$ cat config.mk
export PLATFORM = sky130hd
export DESIGN_NAME = matrix_multiply_4x4
export DESIGN_NICKNAME = d
export VERILOG_FILES = /design/src/hw/rtl/mm4_pkg.sv /design/src/hw/rtl/matrix_multiply_4x4.sv /design/src/hw/rtl/mm4_ram.sv
export SDC_FILE = /design/constraint.sdc
export NUM_CORES = 2
export LEC_CHECK = 0
export BUFFER_PORTS_ARGS = -buffer_cell sky130_fd_sc_hd__buf_2
export CORE_UTILIZATION = 55
export DETAILED_ROUTE_END_ITERATION = 8
export GPL_TIMING_DRIVEN = 1
export PLACE_DENSITY = 0.74
export RECOVER_POWER = 50
export SYNTH_ARGS = -nofsm -noshare
export SYNTH_HDL_FRONTEND = slang
export SYNTH_SLANG_ARGS = --single-unit
export TNS_END_PERCENT = 50
$ cat constraint.sdc
create_clock -name clk_i -period 7 [get_ports clk_i]
set_input_delay 1.4 -clock clk_i [delete_from_list [all_inputs] [get_ports clk_i]]
set_output_delay 1.4 -clock clk_i [all_outputs]
set_load 0.01 [all_outputs]
$ cat src/hw/rtl/mm4_pkg.sv
// package: constants and command codes of the 4x4 matrix multiplier
`default_nettype none

package mm4_pkg;

  localparam int unsigned MmDim    = 4;
  localparam int unsigned ValueW   = 32;
  localparam int unsigned IndexW   = 4;
  localparam int unsigned CmdW     = 2;
  localparam int unsigned FracBits = 16;
  localparam int unsigned ProdW    = 2 * ValueW;

  typedef enum logic [CmdW-1:0] {
    CmdLoadLeft  = 2'd0,
    CmdLoadRight = 2'd1,
    CmdMultiply  = 2'd2
  } cmd_e;

endpackage

`default_nettype wire

$ cat src/hw/rtl/matrix_multiply_4x4.sv
// top level: fixed-point DIM x DIM matrix multiplier on one shared multiply-accumulate unit
//
// usage
//   an item is accepted at a rising edge with start_i high and busy_o low
//   cmd_i load left / load right writes elem_value_i (signed Q16.16) at elem_index_i
//     (row*DIM+column); busy_o stays low, no result beat
//   a load index at or beyond DIM*DIM is dropped; the unused command code does nothing
//   cmd_i multiply raises busy_o and emits DIM*DIM result beats in row-major order,
//     each a single-cycle pulse of result_valid_o with product_value_o, product_index_o
//     and last_element_o (high on the final beat)
//   one 32x32 multiplier and one accumulator compute every dot product, one term per
//     cycle, DIM terms for each result element
//   busy_o drops in the cycle of the last beat, so the next item may follow at once
//   the receiver cannot stall: each beat is valid for exactly one cycle
//   reset clears the sequencer and busy_o; matrix entries are undefined until loaded
`default_nettype none

module matrix_multiply_4x4
  import mm4_pkg::*;
#(
  parameter int unsigned DIM = MmDim
) (
  input  logic                     clk_i,
  input  logic                     rst_ni,
  input  logic                     start_i,
  output logic                     busy_o,
  input  logic [CmdW-1:0]          cmd_i,
  input  logic [IndexW-1:0]        elem_index_i,
  input  logic signed [ValueW-1:0] elem_value_i,
  output logic                     result_valid_o,
  output logic signed [ValueW-1:0] product_value_o,
  output logic [IndexW-1:0]        product_index_o,
  output logic                     last_element_o
);

  localparam int unsigned NCells = DIM * DIM;
  localparam int unsigned AW     = $clog2(NCells);
  localparam int unsigned DW     = $clog2(DIM);
  localparam int unsigned AccW   = ProdW + $clog2(DIM);
  localparam int unsigned ShW    = AccW - FracBits;
  localparam logic [DW-1:0] DimLast = DW'(DIM - 1);
  localparam logic [AW-1:0] DimA    = AW'(DIM);

  logic accept, load_ok, we_left, we_right;
  logic [AW-1:0] waddr, raddr_left, raddr_right;
  logic [ValueW-1:0] rdata_left, rdata_right;

  assign accept  = start_i && !busy_o;
  assign load_ok = 32'(elem_index_i) < 32'(NCells);
  assign waddr   = AW'(elem_index_i);
  assign we_left  = accept && load_ok && (cmd_i == CmdLoadLeft);
  assign we_right = accept && load_ok && (cmd_i == CmdLoadRight);

  // sequencer
  logic busy_q, busy_d, issue_q, issue_d;
  logic [DW-1:0] row_q, row_d, col_q, col_d, k_q, k_d;
  logic [AW-1:0] pos_q, pos_d;
  logic k_last, el_last;

  // pipeline
  logic s1_valid_q, s1_first_q, s1_lastk_q, s1_lastel_q;
  logic s2_valid_q, s2_first_q, s2_lastk_q, s2_lastel_q;
  logic s3_done_q, s3_lastel_q, out_valid_q;
  logic [AW-1:0] s1_pos_q, s2_pos_q, s3_pos_q;
  logic signed [ValueW-1:0] mul_a, mul_b;
  logic signed [ProdW-1:0] prod_q;
  logic signed [AccW-1:0] acc_q;
  logic signed [ShW-1:0] shifted;
  logic [ValueW-1:0] sat_value;
  logic signed [ValueW-1:0] value_q;
  logic [IndexW-1:0] index_q;
  logic last_q;

  assign k_last  = (k_q == DimLast);
  assign el_last = k_last && (col_q == DimLast) && (row_q == DimLast);

  assign raddr_left  = AW'(row_q) * DimA + AW'(k_q);
  assign raddr_right = AW'(k_q) * DimA + AW'(col_q);

  always_comb begin
    busy_d  = busy_q;
    issue_d = issue_q;
    row_d   = row_q;
    col_d   = col_q;
    k_d     = k_q;
    pos_d   = pos_q;
    if (accept && (cmd_i == CmdMultiply)) begin
      busy_d  = 1'b1;
      issue_d = 1'b1;
      row_d   = '0;
      col_d   = '0;
      k_d     = '0;
      pos_d   = '0;
    end else if (issue_q) begin
      if (k_last) begin
        k_d   = '0;
        pos_d = pos_q + AW'(1);
        if (col_q == DimLast) begin
          col_d = '0;
          if (row_q == DimLast) begin
            issue_d = 1'b0;
          end else begin
            row_d = row_q + DW'(1);
          end
        end else begin
          col_d = col_q + DW'(1);
        end
      end else begin
        k_d = k_q + DW'(1);
      end
    end
    if (s3_done_q && s3_lastel_q) begin
      busy_d = 1'b0;
    end
  end

  always_ff @(posedge clk_i or negedge rst_ni) begin
    if (!rst_ni) begin
      busy_q      <= 1'b0;
      issue_q     <= 1'b0;
      row_q       <= '0;
      col_q       <= '0;
      k_q         <= '0;
      pos_q       <= '0;
      s1_valid_q  <= 1'b0;
      s2_valid_q  <= 1'b0;
      s3_done_q   <= 1'b0;
      out_valid_q <= 1'b0;
    end else begin
      busy_q      <= busy_d;
      issue_q     <= issue_d;
      row_q       <= row_d;
      col_q       <= col_d;
      k_q         <= k_d;
      pos_q       <= pos_d;
      s1_valid_q  <= issue_q;
      s2_valid_q  <= s1_valid_q;
      s3_done_q   <= s2_valid_q && s2_lastk_q;
      out_valid_q <= s3_done_q;
    end
  end

  mm4_ram #(
    .Width(ValueW),
    .Depth(NCells)
  ) u_left_ram (
    .clk_i  (clk_i),
    .we_i   (we_left),
    .waddr_i(waddr),
    .wdata_i(elem_value_i),
    .raddr_i(raddr_left),
    .rdata_o(rdata_left)
  );

  mm4_ram #(
    .Width(ValueW),
    .Depth(NCells)
  ) u_right_ram (
    .clk_i  (clk_i),
    .we_i   (we_right),
    .waddr_i(waddr),
    .wdata_i(elem_value_i),
    .raddr_i(raddr_right),
    .rdata_o(rdata_right)
  );

  assign mul_a = $signed(rdata_left);
  assign mul_b = $signed(rdata_right);

  // floor shift by dropping fraction bits, then clamp to 32 bits
  assign shifted = acc_q[AccW-1:FracBits];
  always_comb begin
    if ((&shifted[ShW-1:ValueW-1]) || !(|shifted[ShW-1:ValueW-1])) begin
      sat_value = shifted[ValueW-1:0];
    end else if (shifted[ShW-1]) begin
      sat_value = {1'b1, {(ValueW-1){1'b0}}};
    end else begin
      sat_value = {1'b0, {(ValueW-1){1'b1}}};
    end
  end

  always_ff @(posedge clk_i) begin
    s1_first_q  <= (k_q == '0);
    s1_lastk_q  <= k_last;
    s1_lastel_q <= el_last;
    s1_pos_q    <= pos_q;
    s2_first_q  <= s1_first_q;
    s2_lastk_q  <= s1_lastk_q;
    s2_lastel_q <= s1_lastel_q;
    s2_pos_q    <= s1_pos_q;
    prod_q      <= mul_a * mul_b;
    if (s2_valid_q) begin
      acc_q <= s2_first_q ? AccW'(prod_q) : acc_q + AccW'(prod_q);
    end
    s3_lastel_q <= s2_lastel_q;
    s3_pos_q    <= s2_pos_q;
    value_q     <= $signed(sat_value);
    index_q     <= IndexW'(s3_pos_q);
    last_q      <= s3_lastel_q;
  end

  assign busy_o          = busy_q;
  assign result_valid_o  = out_valid_q;
  assign product_value_o = value_q;
  assign product_index_o = index_q;
  assign last_element_o  = last_q;

endmodule

`default_nettype wire

$ cat src/hw/rtl/mm4_ram.sv
// generic single-write, single-read ram with registered read data
`default_nettype none

module mm4_ram #(
  parameter int unsigned Width = 32,
  parameter int unsigned Depth = 16
) (
  input  logic                     clk_i,
  input  logic                     we_i,
  input  logic [$clog2(Depth)-1:0] waddr_i,
  input  logic [Width-1:0]         wdata_i,
  input  logic [$clog2(Depth)-1:0] raddr_i,
  output logic [Width-1:0]         rdata_o
);

  logic [Width-1:0] mem_q [Depth];
  logic [Width-1:0] rdata_q;

  always_ff @(posedge clk_i) begin
    if (we_i) begin
      mem_q[waddr_i] <= wdata_i;
    end
    rdata_q <= mem_q[raddr_i];
  end

  assign rdata_o = rdata_q;

endmodule

`default_nettype wire

==> flow_summary.json <==
{
  "yosysWarnings": 0,
  "ys_seq_area_frac": 0.429,
  "finClkSkew_ns": 0.0628,
  "rrSetupSlack_ns": -0.48,
  "post_drt_wl_per_cell_um": 23.9,
  "r2r_start": "u_right_ram.rdata_o[0]$_DFF_P_",
  "ys_async_sr_fraction": 0.0124,
  "tightest_slew_ns": 4.62,
  "cts_tree": "done",
  "die-area_um2": 158000,
  "worstHoldStart": "s2_pos_q[3]$_DFF_P_",
  "grt_pass1_wl_um": 329000,
  "final_common_cell": "edfxtp_1",
  "min_period_ns": 7.48,
  "port_buffers": 79,
  "worstPathMaxFanout": 13,
  "setup.worst_path.class": "register to register",
  "rows": 144,
  "numCtsBuffers": 130,
  "viasPerCell": 5.78,
  "start_util": 0.556,
  "antenna_found_initial": 9,
  "outcome": "finished, violations left",
  "drive_gt1_frac": 0.197,
  "track_usage": 0.276,
  "fillers": 11000,
  "yosys.cell_types.count": 90,
  "ys_seq_elements": 1290,
  "final_nets": 8176,
  "layout_common_cells": "edfxtp_1, fa_1, inv_1",
  "clockBufferDepth": 3,
  "die_h_um": 397,
  "drtIter0Drc": 4640,
  "core-area_um2": 155000,
  "final-hold-violation-count": 0,
  "synth_edf_count": 1090,
  "postSynthCellCount": 6378,
  "multi_input_area_um2": 45100,
  "gp_congestion": 0.919,
  "die_w_um": 397,
  "cts_root_buf": "clkbuf_16",
  "grt_pass1_vias": 56000,
  "h-tree-depth": 4,
  "min_path_type": "register to register",
  "seq_area_um2": 36900,
  "place_ws_ns": -0.626,
  "holdPathStages": 0,
  "vias": 51700,
  "ant_nets": 0,
  "clkLatencyLatePin_ns": 0.79,
  "hold_path_end": "s3_pos_q[3]$_DFF_P_",
  "postSynthNetCount": 7756,
  "wirelength_um": 214000,
  "r2r_end": "prod_q[58]$_DFF_P_",
  "syn_area_um2": 85900,
  "design.portCount": 80,
  "syn_to_final_growth_pct": 14.4,
  "synth_flop_cell": "edfxtp_1",
  "maxCapViolations": 6,
  "crit_path_end_kind": "register",
  "rsz0062_at_grt": "yes",
  "arrival_ns": 8.14,
  "grt_start_max_net_pins": 77,
  "hold_ws_ns": 0.333,
  "required_ns": 7.66,
  "worst_slew_margin_rel": -2.08,
  "hpwl_um": 147000,
  "max_freq_ghz": 0.134,
  "drv_slew": 297,
  "drcViolationCount": 0,
  "cts.sinks": 1290,
  "syn_area_per_cell_um2": 13.5,
  "violations": "max-capacitance violations, max-slew violations, negative setup slack",
  "cts_hold_buffers": 0,
  "first_pass_iters": 6,
  "grt_overflow": 0,
  "start_kind": "register",
  "setup_viol": 27,
  "clk_pin_slew_ns": 0.07,
  "setup_ws_ns": -0.479,
  "period_share": 1.07,
  "rr_worst_depth": 24
}
## state kept, by name, summed over array words and instances, names as in the netlist, 2 cells and up
signal and cells:
u_left_ram.mem_q 512, u_right_ram.mem_q 512, acc_q 66, prod_q 64, product_value_o 32, u_left_ram.rdata_o 32
u_right_ram.rdata_o 32, pos_q 4, product_index_o 4, s1_pos_q 4, s2_pos_q 4, s3_pos_q 4
col_q 2, k_q 2, row_q 2
## worst max-delay path by stage
stage                               startpoint            endpoint  slack, ns
5_1_grt        u_right_ram.rdata_o[13]$_DFF_P_  prod_q[58]$_DFF_P_      -0.68
3_5_place_dp    u_right_ram.rdata_o[8]$_DFF_P_  prod_q[58]$_DFF_P_      -0.63
2_1_floorplan   u_left_ram.rdata_o[31]$_DFF_P_  prod_q[62]$_DFF_P_      -0.41
3_3_place_gp    u_right_ram.rdata_o[8]$_DFF_P_  prod_q[60]$_DFF_P_      -0.55
4_1_cts        u_right_ram.rdata_o[13]$_DFF_P_  prod_q[58]$_DFF_P_      -0.42
6_report        u_right_ram.rdata_o[0]$_DFF_P_  prod_q[58]$_DFF_P_      -0.48
## through the flow
step / util / instances / cell area [um^2] / TNS (ns)
2_1_floorplan: - / 6378 / 86000 / -1.07
3_3_place_gp: 0.596 / 8653 / 92200 / -8.36
3_5_place_dp: 0.596 / 8653 / 92200 / -10.89
4_1_cts: 0.633 / 8922 / 97800 / -4.64
5_1_grt: 0.636 / 8948 / 98300 / -12.68
6_report: 0.636 / 8952 / 98300 / -7.00
## final cells by class
| type | count | share of cell area |
|---|---|---|
| well taps | 2044 | 0.0260 |
| inverters | 994 | 0.0380 |
| multi-input cells | 3767 | 0.459 |
| clock buffers | 174 | 0.0369 |
| diodes | 6 | 0.000153 |
| clock inverters | 62 | 0.00768 |
| flip-flops and latches | 1290 | 0.376 |
| repair buffers | 615 | 0.0568 |
## layer usage
layer | track usage | vias to the layer above | share of wire
met1 | 0.359 | 26800 | 0.38
met4 | 0.0985 | 4 | 0.037
met3 | 0.0485 | 503 | 0.078
met5 | 0 | - | 0.00014
met2 | 0.470 | 2319 | 0.50
li1 | - | 22100 | -
## worst max-delay path, cell delays in order, from the launching register on
cell and delay (ns):
dfxtp_4 0.38, buf_12 0.15, and2_1 0.18, buf_4 0.14, fa_1 0.47, inv_1 0.05
fa_1 0.55, fa_1 0.47, fa_1 0.60, inv_1 0.07, fa_2 0.57, fa_2 0.44
fa_1 0.50, fa_1 0.55, ha_4 0.33, buf_6 0.11, and3_4 0.19, and4_4 0.23
o41ai_4 0.07, buf_4 0.15, o31ai_4 0.37, nand2_2 0.14, o41ai_4 0.37, a311oi_2 0.14
xnor2_1 0.14
## synth_stat cells (18+ instances only)
cell type	n	area (um^2)
clkbuf_1	287	1080
o21ai_0	104	521
nor2b_1	33	206
o21a_1	18	135
fa_1	1083	21700
nor3_1	30	150
edfxtp_1	1090	32700
nand2b_1	23	144
nand2_1	614	2300
o21bai_1	25	188
inv_1	992	3720
nand4_1	29	181
buf_1	29	109
xnor2_1	81	709
nor2_1	102	383
a21oi_1	125	626
a21o_1	107	803
xor2_1	50	438
mux4_2	320	7210
nand3_1	34	170
ha_1	254	3180
and2_1	522	3270
dfxtp_1	184	3680
## logic make-up after synthesis
family          share of synthesized area
simple gates                       0.0856
fa+ha+maj                           0.289
buf+inv                            0.0580
flops                               0.429
compound gates                     0.0399
mux                                0.0850
xor+xnor                           0.0134
## repair_timing
item                       4_1_cts  5_1_grt
pin swaps                      178       57
setup endpoints to repair       30       35
gates resized for setup        236       63
cloned                           5        5
setup buffers                   33       20
Power is left out: the tool's default activity adds up to more than one toggle a clock period on the data nets, which glitch-free logic cannot reach.
